[config.mk]
export PLATFORM = sky130hd
export DESIGN_NAME = quic_ack_frame_parser
export DESIGN_NICKNAME = d
export VERILOG_FILES = /design/src/design/qafp_pkg.sv /design/src/design/quic_ack_frame_parser.sv /design/src/design/qafp_decode.sv /design/src/design/qafp_result_fifo.sv
export SDC_FILE = /design/constraint.sdc
export NUM_CORES = 2
export LEC_CHECK = 0
export BUFFER_PORTS_ARGS = -buffer_cell sky130_fd_sc_hd__buf_2
export CAP_MARGIN = 25
export CORE_AREA = 5 5 341 343
export DETAILED_ROUTE_END_ITERATION = 12
export DIE_AREA = 0 0 346 348
export HOLD_SLACK_MARGIN = 0.15
export PLACE_DENSITY = 0.68
export SYNTH_ARGS = -nofsm -noshare
export SYNTH_HDL_FRONTEND = slang
export SYNTH_SLANG_ARGS = --single-unit
[constraint.sdc]
create_clock -name clk -period 10.4 [get_ports clk]
set_clock_uncertainty 0.05 [all_clocks]
set_input_delay 0.52 -clock clk [delete_from_list [all_inputs] [get_ports clk]]
set_output_delay 0.52 -clock clk [all_outputs]
set_load 0.05 [all_outputs]
[src/design/qafp_pkg.sv]
// Shared types and constants for the QUIC ACK frame parser.
// No dependencies; imported by every module of the parser.
`default_nettype none

package qafp_pkg;

	// Frame type bytes
	localparam logic [7:0] TYPE_ACK     = 8'h02;
	localparam logic [7:0] TYPE_ACK_ECN = 8'h03;

	// Default delay exponent when the register holds zero
	localparam logic [4:0] DEFAULT_EXP = 5'd3;

	// Parse phases
	localparam int PHASE_W = 4;
	localparam logic [PHASE_W-1:0] PH_IDLE    = 4'd0;
	localparam logic [PHASE_W-1:0] PH_LARGEST = 4'd1;
	localparam logic [PHASE_W-1:0] PH_DELAY   = 4'd2;
	localparam logic [PHASE_W-1:0] PH_COUNT   = 4'd3;
	localparam logic [PHASE_W-1:0] PH_FIRST   = 4'd4;
	localparam logic [PHASE_W-1:0] PH_GAP     = 4'd5;
	localparam logic [PHASE_W-1:0] PH_LEN     = 4'd6;
	localparam logic [PHASE_W-1:0] PH_ECT0    = 4'd7;
	localparam logic [PHASE_W-1:0] PH_ECT1    = 4'd8;
	localparam logic [PHASE_W-1:0] PH_CE      = 4'd9;

	// Result kinds
	localparam logic [2:0] K_RANGE = 3'd0;
	localparam logic [2:0] K_DELAY = 3'd1;
	localparam logic [2:0] K_ECT0  = 3'd2;
	localparam logic [2:0] K_ECT1  = 3'd3;
	localparam logic [2:0] K_CE    = 3'd4;
	localparam logic [2:0] K_DONE  = 3'd5;
	localparam logic [2:0] K_ERROR = 3'd6;

	// Error codes
	localparam logic [1:0] E_TYPE  = 2'd0;
	localparam logic [1:0] E_TRUNC = 2'd1;
	localparam logic [1:0] E_RANGE = 2'd2;
	localparam logic [1:0] E_GAP   = 2'd3;

	// Result queue geometry
	localparam int RES_DEPTH = 4;
	localparam int RES_PTR_W = $clog2(RES_DEPTH);
	localparam int RES_CNT_W = $clog2(RES_DEPTH + 1);

	// One result item
	typedef struct packed {
		logic [2:0]  kind;
		logic [63:0] first_value;
		logic [61:0] second_value;
		logic [15:0] bytes_used;
		logic [1:0]  err_code;
		logic        final_item;
	} result_t;

	// Queue write strobes: slot a first, slot b only together with a
	typedef struct packed {
		logic a;
		logic b;
	} push_t;

endpackage

`default_nettype wire

[src/design/quic_ack_frame_parser.sv]
// Top level of the QUIC ACK frame parser: config register, decoder, result queue.
// Depends on qafp_pkg, qafp_decode and qafp_result_fifo.
//
//   channel  direction  handshake               payload
//   in       input      in_valid / in_ready     data_byte, frame_start, buffer_end
//   out      output     out_valid / out_ready   kind, first_value, second_value,
//                                                bytes_used, err_code, final_item
//   cfg      input      cfg_valid / cfg_ready   delay_exponent
//
// One byte is taken per cycle while the result queue has room; a byte is held in the
// input register and its results are then written into the queue, whose head drives the outputs.
// A byte yields at most two results and the output drains one per cycle while out_ready
// is high, so a run of two-result bytes slows intake to the output rate.
// Input ready drops while a byte is held and the four-entry result queue has
// fewer than two free slots. Reset leaves the parser idle with the exponent at 3.
// Configuration writes are always taken.
`default_nettype none

module quic_ack_frame_parser (
	input  wire logic        clk,
	input  wire logic        arst_n,
	input  wire logic        in_valid,
	output logic             in_ready,
	input  wire logic [7:0]  data_byte,
	input  wire logic        frame_start,
	input  wire logic        buffer_end,
	output logic             out_valid,
	input  wire logic        out_ready,
	output logic [2:0]       kind,
	output logic [63:0]      first_value,
	output logic [61:0]      second_value,
	output logic [15:0]      bytes_used,
	output logic [1:0]       err_code,
	output logic             final_item,
	input  wire logic        cfg_valid,
	output logic             cfg_ready,
	input  wire logic [4:0]  delay_exponent
);
	import qafp_pkg::*;

	logic [4:0] exp_q;
	logic       room;
	push_t      push;
	result_t    res_a;
	result_t    res_b;
	result_t    head;

	// Delay exponent register
	assign cfg_ready = 1'b1;

	always_ff @(posedge clk or negedge arst_n) begin
		if (!arst_n) begin
			exp_q <= DEFAULT_EXP;
		end else if (cfg_valid) begin
			exp_q <= delay_exponent;
		end
	end

	qafp_decode u_decode (
		.clk         (clk),
		.arst_n      (arst_n),
		.in_valid    (in_valid),
		.in_ready    (in_ready),
		.data_byte   (data_byte),
		.frame_start (frame_start),
		.buffer_end  (buffer_end),
		.exp_cfg     (exp_q),
		.room        (room),
		.push        (push),
		.res_a       (res_a),
		.res_b       (res_b)
	);

	qafp_result_fifo u_fifo (
		.clk       (clk),
		.arst_n    (arst_n),
		.push      (push),
		.res_a     (res_a),
		.res_b     (res_b),
		.room      (room),
		.out_valid (out_valid),
		.out_ready (out_ready),
		.head      (head)
	);

	// Result fields from the queue head
	assign kind         = head.kind;
	assign first_value  = head.first_value;
	assign second_value = head.second_value;
	assign bytes_used   = head.bytes_used;
	assign err_code     = head.err_code;
	assign final_item   = head.final_item;

endmodule

`default_nettype wire

[src/design/qafp_decode.sv]
// Byte decoder: input register, varint assembly, frame state and result build.
// Depends on qafp_pkg; feeds up to two results per byte into qafp_result_fifo.
`default_nettype none

module qafp_decode (
	input  wire logic                  clk,
	input  wire logic                  arst_n,
	input  wire logic                  in_valid,
	output logic                       in_ready,
	input  wire logic [7:0]            data_byte,
	input  wire logic                  frame_start,
	input  wire logic                  buffer_end,
	input  wire logic [4:0]            exp_cfg,
	input  wire logic                  room,
	output qafp_pkg::push_t            push,
	output qafp_pkg::result_t          res_a,
	output qafp_pkg::result_t          res_b
);
	import qafp_pkg::*;

	// Input register
	logic       valid_s1;
	logic [7:0] byte_s1;
	logic       start_s1;
	logic       end_s1;

	// Frame state
	logic [PHASE_W-1:0] phase_q, phase_d;
	logic [61:0]        acc_q, acc_d;
	logic [2:0]         left_q, left_d;
	logic [61:0]        largest_q, largest_d;
	logic [61:0]        low_q, low_d;
	logic [61:0]        top_q, top_d;
	logic               gerr_q, gerr_d;
	logic [61:0]        ranges_q, ranges_d;
	logic               ecn_q, ecn_d;
	logic [15:0]        cnt_q, cnt_d;

	logic fire;
	logic in_fire;

	// Datapath terms
	logic [61:0] acc_nx;
	logic [2:0]  left_nx;
	logic [62:0] first_diff;
	logic [63:0] gap_diff;
	logic [62:0] len_diff;
	logic [4:0]  exp_eff;
	logic [63:0] delay_val;
	logic [61:0] ranges_dec;
	logic [15:0] cnt_inc;
	logic        type_ok;

	// Result staging
	logic    has_main;
	logic    has_tail;
	logic    error;
	logic    finished;
	result_t main_res;
	result_t tail_res;

	function automatic result_t mk_res(input logic [2:0] k, input logic [63:0] f,
			input logic [61:0] s, input logic [15:0] b, input logic [1:0] e,
			input logic fin);
		result_t r;
		r.kind         = k;
		r.first_value  = f;
		r.second_value = s;
		r.bytes_used   = b;
		r.err_code     = e;
		r.final_item   = fin;
		return r;
	endfunction

	// Handshake: the held byte is processed once the queue has two free slots
	assign fire     = valid_s1 & room;
	assign in_ready = ~valid_s1 | room;
	assign in_fire  = in_valid & in_ready;

	always_ff @(posedge clk or negedge arst_n) begin
		if (!arst_n) begin
			valid_s1 <= 1'b0;
		end else if (in_fire) begin
			valid_s1 <= 1'b1;
		end else if (fire) begin
			valid_s1 <= 1'b0;
		end
	end

	always_ff @(posedge clk) begin
		if (in_fire) begin
			byte_s1  <= data_byte;
			start_s1 <= frame_start;
			end_s1   <= buffer_end;
		end
	end

	// Varint assembly: first byte carries length in its top two bits
	always_comb begin
		if (left_q == 3'd0) begin
			acc_nx = {56'd0, byte_s1[5:0]};
			case (byte_s1[7:6])
				2'd0:    left_nx = 3'd0;
				2'd1:    left_nx = 3'd1;
				2'd2:    left_nx = 3'd3;
				default: left_nx = 3'd7;
			endcase
		end else begin
			acc_nx  = {acc_q[53:0], byte_s1};
			left_nx = left_q - 3'd1;
		end
	end

	// Range arithmetic; the top bit of each difference is the borrow
	assign first_diff = {1'b0, largest_q} - {1'b0, acc_nx};
	assign gap_diff   = {2'b00, low_q} - {2'b00, acc_nx} - 64'd2;
	assign len_diff   = {1'b0, top_q} - {1'b0, acc_nx};
	assign exp_eff    = (exp_cfg == 5'd0) ? DEFAULT_EXP : exp_cfg;
	assign delay_val  = {2'b00, acc_nx} << exp_eff;
	assign ranges_dec = ranges_q - 62'd1;
	assign cnt_inc    = (cnt_q == 16'hFFFF) ? cnt_q : cnt_q + 16'd1;
	assign type_ok    = (byte_s1 == TYPE_ACK) || (byte_s1 == TYPE_ACK_ECN);

	// Next state and results for the byte in the input register
	always_comb begin
		phase_d   = phase_q;
		acc_d     = acc_q;
		left_d    = left_q;
		largest_d = largest_q;
		low_d     = low_q;
		top_d     = top_q;
		gerr_d    = gerr_q;
		ranges_d  = ranges_q;
		ecn_d     = ecn_q;
		cnt_d     = cnt_q;
		has_main  = 1'b0;
		has_tail  = 1'b0;
		error     = 1'b0;
		finished  = 1'b0;
		main_res  = '0;
		tail_res  = '0;

		if (fire) begin
			if (start_s1) begin
				// New frame: type byte
				phase_d = PH_IDLE;
				left_d  = 3'd0;
				acc_d   = '0;
				cnt_d   = 16'd1;
				if (!type_ok) begin
					has_main = 1'b1;
					main_res = mk_res(K_ERROR, 64'd0, 62'd0, 16'd1, E_TYPE, 1'b1);
				end else begin
					ecn_d   = byte_s1[0];
					phase_d = PH_LARGEST;
					if (end_s1) begin
						has_main = 1'b1;
						main_res = mk_res(K_ERROR, 64'd0, 62'd0, 16'd1, E_TRUNC, 1'b1);
						phase_d  = PH_IDLE;
					end
				end
			end else if (phase_q != PH_IDLE) begin
				cnt_d  = cnt_inc;
				acc_d  = acc_nx;
				left_d = left_nx;
				if (left_nx != 3'd0) begin
					// Varint still open
					if (end_s1) begin
						has_main = 1'b1;
						main_res = mk_res(K_ERROR, 64'd0, 62'd0, cnt_inc, E_TRUNC, 1'b1);
						phase_d  = PH_IDLE;
						left_d   = 3'd0;
					end
				end else begin
					// Field complete
					case (phase_q)
						PH_LARGEST: begin
							largest_d = acc_nx;
							phase_d   = PH_DELAY;
						end
						PH_DELAY: begin
							has_main = 1'b1;
							main_res = mk_res(K_DELAY, delay_val, 62'd0, cnt_inc, 2'd0, 1'b0);
							phase_d  = PH_COUNT;
						end
						PH_COUNT: begin
							ranges_d = acc_nx;
							phase_d  = PH_FIRST;
						end
						PH_FIRST: begin
							has_main = 1'b1;
							if (first_diff[62]) begin
								main_res = mk_res(K_ERROR, 64'd0, 62'd0, cnt_inc, E_RANGE,
									1'b1);
								error    = 1'b1;
							end else begin
								low_d    = first_diff[61:0];
								main_res = mk_res(K_RANGE, {2'b00, first_diff[61:0]}, largest_q,
									cnt_inc, 2'd0, 1'b0);
								if (ranges_q != 62'd0) begin
									phase_d = PH_GAP;
								end else if (ecn_q) begin
									phase_d = PH_ECT0;
								end else begin
									phase_d  = PH_IDLE;
									finished = 1'b1;
								end
							end
						end
						PH_GAP: begin
							// Precompute the next range top and its underflow
							top_d   = gap_diff[61:0];
							gerr_d  = gap_diff[63];
							phase_d = PH_LEN;
						end
						PH_LEN: begin
							has_main = 1'b1;
							if (gerr_q) begin
								main_res = mk_res(K_ERROR, 64'd0, 62'd0, cnt_inc, E_GAP, 1'b1);
								error    = 1'b1;
							end else if (len_diff[62]) begin
								main_res = mk_res(K_ERROR, 64'd0, 62'd0, cnt_inc, E_RANGE,
									1'b1);
								error    = 1'b1;
							end else begin
								low_d    = len_diff[61:0];
								ranges_d = ranges_dec;
								main_res = mk_res(K_RANGE, {2'b00, len_diff[61:0]}, top_q,
									cnt_inc, 2'd0, 1'b0);
								if (ranges_dec != 62'd0) begin
									phase_d = PH_GAP;
								end else if (ecn_q) begin
									phase_d = PH_ECT0;
								end else begin
									phase_d  = PH_IDLE;
									finished = 1'b1;
								end
							end
						end
						PH_ECT0: begin
							has_main = 1'b1;
							main_res = mk_res(K_ECT0, {2'b00, acc_nx}, 62'd0, cnt_inc, 2'd0,
								1'b0);
							phase_d  = PH_ECT1;
						end
						PH_ECT1: begin
							has_main = 1'b1;
							main_res = mk_res(K_ECT1, {2'b00, acc_nx}, 62'd0, cnt_inc, 2'd0,
								1'b0);
							phase_d  = PH_CE;
						end
						default: begin
							has_main = 1'b1;
							main_res = mk_res(K_CE, {2'b00, acc_nx}, 62'd0, cnt_inc, 2'd0,
								1'b0);
							phase_d  = PH_IDLE;
							finished = 1'b1;
						end
					endcase

					// Frame end: error closes, done follows last field, else truncation at buffer end
					if (error) begin
						phase_d = PH_IDLE;
					end else if (finished) begin
						has_tail = 1'b1;
						tail_res = mk_res(K_DONE, 64'd0, 62'd0, cnt_inc, 2'd0, 1'b1);
						phase_d  = PH_IDLE;
					end else if (end_s1) begin
						has_tail = 1'b1;
						tail_res = mk_res(K_ERROR, 64'd0, 62'd0, cnt_inc, E_TRUNC, 1'b1);
						phase_d  = PH_IDLE;
					end
				end
			end
		end
	end

	// Results in order: main first, tail second
	always_comb begin
		push.a = has_main | has_tail;
		push.b = has_main & has_tail;
		res_a  = has_main ? main_res : tail_res;
		res_b  = tail_res;
	end

	// Control state
	always_ff @(posedge clk or negedge arst_n) begin
		if (!arst_n) begin
			phase_q <= PH_IDLE;
			left_q  <= 3'd0;
			cnt_q   <= 16'd0;
			ecn_q   <= 1'b0;
		end else begin
			phase_q <= phase_d;
			left_q  <= left_d;
			cnt_q   <= cnt_d;
			ecn_q   <= ecn_d;
		end
	end

	// Values, always written before they are read within a frame
	always_ff @(posedge clk) begin
		acc_q     <= acc_d;
		largest_q <= largest_d;
		low_q     <= low_d;
		top_q     <= top_d;
		gerr_q    <= gerr_d;
		ranges_q  <= ranges_d;
	end

endmodule

`default_nettype wire

[src/design/qafp_result_fifo.sv]
// Small result queue: up to two writes and one read per cycle.
// Depends on qafp_pkg for result_t, push_t and the queue geometry.
`default_nettype none

module qafp_result_fifo (
	input  wire logic              clk,
	input  wire logic              arst_n,
	input  qafp_pkg::push_t        push,
	input  qafp_pkg::result_t      res_a,
	input  qafp_pkg::result_t      res_b,
	output logic                   room,
	output logic                   out_valid,
	input  wire logic              out_ready,
	output qafp_pkg::result_t      head
);
	import qafp_pkg::*;

	result_t              mem_q [RES_DEPTH];
	logic [RES_PTR_W-1:0] wr_q;
	logic [RES_PTR_W-1:0] rd_q;
	logic [RES_CNT_W-1:0] cnt_q;
	logic [RES_PTR_W-1:0] wr_nx1;
	logic                 pop;

	assign wr_nx1    = wr_q + RES_PTR_W'(1);
	assign out_valid = (cnt_q != '0);
	assign pop       = out_valid & out_ready;
	assign head      = mem_q[rd_q];
	// Two free slots needed before a byte may produce its results
	assign room      = (cnt_q <= RES_CNT_W'(RES_DEPTH - 2));

	// Storage
	always_ff @(posedge clk) begin
		if (push.a) begin
			mem_q[wr_q] <= res_a;
		end
		if (push.b) begin
			mem_q[wr_nx1] <= res_b;
		end
	end

	// Pointers and occupancy
	always_ff @(posedge clk or negedge arst_n) begin
		if (!arst_n) begin
			wr_q  <= '0;
			rd_q  <= '0;
			cnt_q <= '0;
		end else begin
			wr_q  <= wr_q + RES_PTR_W'(push.a) + RES_PTR_W'(push.b);
			rd_q  <= rd_q + RES_PTR_W'(pop);
			cnt_q <= cnt_q + RES_CNT_W'(push.a) + RES_CNT_W'(push.b) - RES_CNT_W'(pop);
		end
	end

endmodule

`default_nettype wire
# Yosys cells after proc, flatten, opt, wreduce, memory -nomap -nowiden
# Memories as Yosys holds them, arrays and structs flattened.
# Cells that the tools add are included.
# Widths: inputs -> output; s select.
[totals]
out_inout_bits = 151
n_memories = 1
mem_bits_rw = 592
regBits = 350
inputBits = 20
word_cells = 177
[op_classes]
order_cmp = 1
n_reduce_logical = 22
bitwise_logic = 9
shift = 1
n_mux = 91
n_eq_ne = 20
n_addsub = 14
[mem_list]
columns = ["name", "words", "word_bits", "read_ports", "rd_ports_with_merged_regs", "wr", "line", "source"]
rows = [
  ["u_fifo.mem_q", 4, 148, 1, 0, 2, "qafp_result_fifo.sv:18", "result_t mem_q [RES_DEPTH];"],
]
[ops]
columns = ["op", "n"]
rows = [
  ["$mux 148", 17],
  ["$pmux 148 s6", 1],
  ["$mux 62", 6],
  ["$pmux 62 s2", 2],
  ["$sub 62x62->63", 3],
  ["$reduce_bool 62->1", 2],
  ["$shl 62x5->64", 1],
  ["$sub 64x2->64 const B", 1],
  ["$sub 62x1->62 const B", 1],
  ["$mux 54", 1],
  ["$mux 4", 13],
  ["$mux 16", 3],
  ["$mux 1", 37],
  ["$pmux 4 s8", 1],
  ["$mux 3", 6],
  ["$ne 6x4->1 const B", 3],
  ["$add 16x1->16 const B", 1],
  ["$eq 16x16->1 const B", 1],
  ["$eq 4x3->1 const B", 4],
  ["$eq 8x2->1 const B", 2],
  ["$reduce_and 5->1", 2],
  ["$pmux 3 s3", 1],
  ["$eq 4x2->1 const B", 2],
  ["$reduce_and 8->1", 1],
  ["31 further kinds", 46],
]

# Depth between registers and ports, before layout
[logic_depth]
word_depth = 20
ltp_mapped = 25
mapped_depth_nobuf = 19

# Modules after synthesis
# Synthesis repeated with hierarchy kept, for this count alone.
[unflattened]
cells_unflattened = 5780
hier_area_um2 = 63055.5
[modules_own_cells]
columns = ["module", "cells_each", "seq_area_each_um2", "instances", "area_per_inst_um2"]
rows = [
  ["qafp_decode", 4301, 10024.6, 1, 33968.8],
  ["qafp_result_fifo", 1467, 17952.2, 1, 28891.5],
  ["quic_ack_frame_parser", 12, 127.6, 1, 195.2],
]

# Least setup slack after synthesis
# OpenSTA, ideal clock, no wires.
[synth_path]
path_kind = "reg2reg"
from = "register u_decode.left_q[0]"
to = "register u_decode.low_q[0] (enable)"
synth_period_minus_slack_ns = 10.596
setup_time_ns = 0.635
arrival_ns = 9.911
setup_slack_ns = -0.196
path_stages_with_launch = 18
path_cell_list = "dfrtp_1 > inv_1 > ha_1 > nand2b_1 > clkbuf_1 > clkbuf_1 > clkbuf_1 > nand2_1 > ha_1 > nand4_1 > nor2_1 > nand4_1 > a2111oi_0 > o31ai_1 > o31ai_2 > a31oi_1 > a21o_1 > nor4_1"
[synth_between]
elab_chain_len = 5
[synth_lines]
columns = ["item", "line", "source"]
rows = [
  ["start, declared", "qafp_decode.sv:30", "logic [2:0] left_q, left_d;"],
  ["start signal, assigned", "qafp_decode.sv:295", "left_q <= left_d;"],
  ["$logic_not 3->1 / $sub 3x1->3 (equally long branches)", "qafp_decode.sv:100, qafp_decode.sv:110", ""],
  ["$mux 62 / $mux 3 (equally long branches)", "qafp_decode.sv:100", "if (left_q == 3'd0) begin"],
  ["$sub 62x62->63 (tied with other cells)", "qafp_decode.sv:115", "assign first_diff = {1'b0, largest_q} - {1'b0, acc_nx};"],
  ["$ne 2x2->1 (no line) / $not 1->1 (equally long branches)", "--", ""],
  ["$reduce_and 8->1 (no line) *", "--", ""],
  ["end signal, assigned", "qafp_decode.sv:305", "low_q <= low_d;"],
  ["end, declared", "qafp_decode.sv:32", "logic [61:0] low_q, low_d;"],
]
# Every way passes the cells marked *; elsewhere a longest branch is shown, timed or not.
# A chain may end at the register's enable or synchronous reset.

==> qor.yml <==
clock_network:
  ctsLongestPathBuffers: 3
  cts-buffers-inserted: 101
  path_clk_slew_ps: 70
  htreeDepth: 3
  cts.sinks: 942
  cts-resized-gates: 0
  cts_tree: "built"
  cts-root-buf: "clkbuf_16"
  cts_hold_buffers: 18
  cts_setup_buffers: 0
  worstSkewPairLatency_ps: 730
sta:
  fmax_mhz: 122
  rsz0062_at_grt: "false"
  slew_headroom_pct: 15.4
  finalSetupViolCount: 0
  finalHoldViolCount: 0
  final.setup.tns_ps: 0
  max_slew.worst_pin.slew_ps: 1260
  drv_slew: 0
  period_share_pct: 79.0
  min_period_ps: 8220
  setup_ws_ps: 2180
route:
  ant_nets: 0
  drc_errors: 0
  drtIter0Drc: 6675
  vias: 50000
  wl_mm: 212
  routedWlPerCell_um: 28.2
  viasPerCell: 6.64
  dr.pass1.iters: 7
final_layout:
  fin_area_sq_um: 61600
  final_cell_mix: "nand2_1 (783), dfxtp_1 (508), nor2_1 (498), edfxtp_1 (397), o21ai_0 (360)"
  area_growth_syn_to_layout_pct: 10.3
  mostFrequentLayoutCell: "nand2_1"
  final_nets: 6161
  layout-drive-gt1-share_pct: 11.8
setup_path:
  startpoint: "u_decode.left_q[0]"
  crit_fanout: 62
  crit_end: "u_fifo.mem_q[1][16]"
  path_buf_inv: 6
  crit_slowest_cell: "inv_1"
  end_kind: "flip-flop"
  r2r-start: "u_decode.left_q[0]"
  critPathLaunchType: "flip-flop"
  required_ps: 10690
  cpMostUsedCell: "inv_1"
  cp.arrival_ps: 8510
  ff2ff_path_depth: 20
  ff2ff_setup_slack_ps: 2180
  reg2reg_to: "u_fifo.mem_q[1][16]"
  slowest_delay_ps: 940
  critPathKind: "reg2reg"
  crit_chain: "inv_1, ha_1, nand2b_2, buf_4, nand2_1, ha_1, nand2_1, nor3_1, inv_1, a2111oi_0, buf_2, o31ai_1, o31ai_2, a31oi_4, a211oi_1, a21o_1, inv_2, a21oi_2, nand2b_4, inv_1"
  cp_top_family: "compound AO/OA/AOI/OAI gates"
  cp_num_cells: 20
min_path:
  hp-class: "in2async"
grt:
  grt_pass1_vias: 47300
  gr-usage-all-layers_pct: 33.7
  globalRouteOverflowTotal: 0
  grt_max_degree: 132
  antenna_found_initial: 5
  grt_pass1_wl_mm: 311
die:
  die_x_um: 346
  die_h_um: 348
  initial_utilization_pct: 49.3
  coreArea_sq_um: 113000
  dieArea_sq_um: 120000
  row_count: 124
  ios: 171
placed_design:
  place_hpwl_mm: 154
  place_ws_ps: 2370
  gp_congestion: 1.06
  port-buffer-count: 169
  place_area_sq_um: 58000
yosys:
  ys.warnings.count: 0
  syn_area_sq_um: 55800
  synthTopCellsByArea: "edfxtp_1 (21%), dfxtp_1 (18%), mux4_2 (6.8%), nand2_1 (5.3%), ha_1 (4.4%)"
  synth_top_area_share_pct: 21.3
  synthCells: 5949
  ys.flop_type: "dfxtp_1"
  ys_seq_area_share_pct: 41.2
  postSynthAreaPerCell_sq_um: 9.39
  synth_enable_flop_cells: 397
  synth_seq_cells: 942
  synth_nets: 6170
  async_reset_ff_share_pct: 3.93
  synthDistinctLibCells: 103
  yosys.area.top_type: "edfxtp_1"
power:
  p_clk_share_pct: 20.7
  seqPwrFrac_pct: 25.5
  p_per_area_nw_per_um2: 293
  ir_drop_uv: 179
  sw_frac_of_total_pct: 47.1
  p_comb_share_pct: 53.8
  p_switching_w: 0.00852
  intPower_w: 0.00955
  power_leakage_nw: 23.4
status:
  run_status: "complete, no violations"
flow_run:
  maxCapViolations: 0
## area by class of cell
class | count | area (sq um)
clock buffer | 152 | 3080
antenna | 2 | 5.00
multi-input combinational | 4476 | 31000
sequential | 942 | 23000
tap | 1512 | 1890
timing repair buffer | 272 | 1700
inverter | 147 | 552
fill | 10200 | 51600
clock inverter | 32 | 349
## Yosys cell counts, types with 40 or more instances
master     number
a211oi_1       42
edfxtp_1      397
nor3_1         96
a22oi_1        88
a21oi_1       329
and3_1         41
xor2_1        127
buf_1          70
clkbuf_1      253
mux4_2        169
ha_1          195
buf_2          60
nor2_1        504
nand3_1       284
a22o_1        205
mux2i_1       111
or3_1          40
o21bai_1       45
o21ai_0       360
nand4_1        58
a21o_1        126
xnor2_1       150
nor4_1         40
o2bb2ai_1      80
nand2b_1       41
nand2_1       787
inv_1         143
dfxtp_1       508
## power by group through the flow
stage          combinational, W  sequential, W  clock, W
6_report                0.00973        0.00460   0.00374
5_1_grt                  0.0103        0.00461   0.00392
4_1_cts                 0.00946        0.00459   0.00376
3_5_place_dp            0.00939        0.00467         0
3_3_place_gp            0.00937        0.00466         0
2_1_floorplan           0.00658        0.00452         0
## layer usage
layer | GRT usage [%] | part of all wire, %
met1 | 45.0 | 39
met2 | 51.5 | 44
met3 | 7.96 | 10
met4 | 17.4 | 6.4
met5 | 0 | 0.0047
## kinds of logic after synthesis
| group | share of synthesized area [%] |
|---|---|
| simple gates | 16.8 |
| flops | 41.2 |
| other cells | 0.00671 |
| xor+xnor | 4.34 |
| compound gates | 20.0 |
| mux | 9.33 |
| buf+inv | 3.71 |
| fa+ha+maj | 4.58 |
## worst min path at each step
stage | cells past startpoint | endpoint | start
floorplan | 0 | exp_q[2] | arst_n
global placement | 2 | u_fifo.mem_q[0][134] | u_fifo.mem_q[0][134]
detailed placement | 2 | u_fifo.mem_q[2][131] | u_fifo.mem_q[2][131]
CTS | 3 | u_fifo.rd_q[0] | out_ready
global route | 2 | u_decode.cnt_q[4] | arst_n
finish | 2 | u_decode.cnt_q[3] | arst_n
## flip-flops by register name, summed over array words and instances (netlist names), 4 cells and up
register	count
u_decode.phase_q	4
u_decode.ranges_q	62
exp_q	5
u_decode.byte_s1	8
u_decode.cnt_q	16
u_decode.top_q	62
u_decode.low_q	62
u_fifo.mem_q	592
u_decode.largest_q	62
u_decode.acc_q	54
## metrics by stage
stage,util [%],power [W],hold WS (ps),std cells
after CTS,54.4,0.0178,177,7531
final,54.4,0.0181,168,7535
after detailed placement,51.2,0.0141,387,7329
after global routing,54.4,0.0188,167,7533
after global placement,51.2,0.0140,381,7326
after floorplan,-,0.0111,174,5949
(Power assumes the default switching activity.)
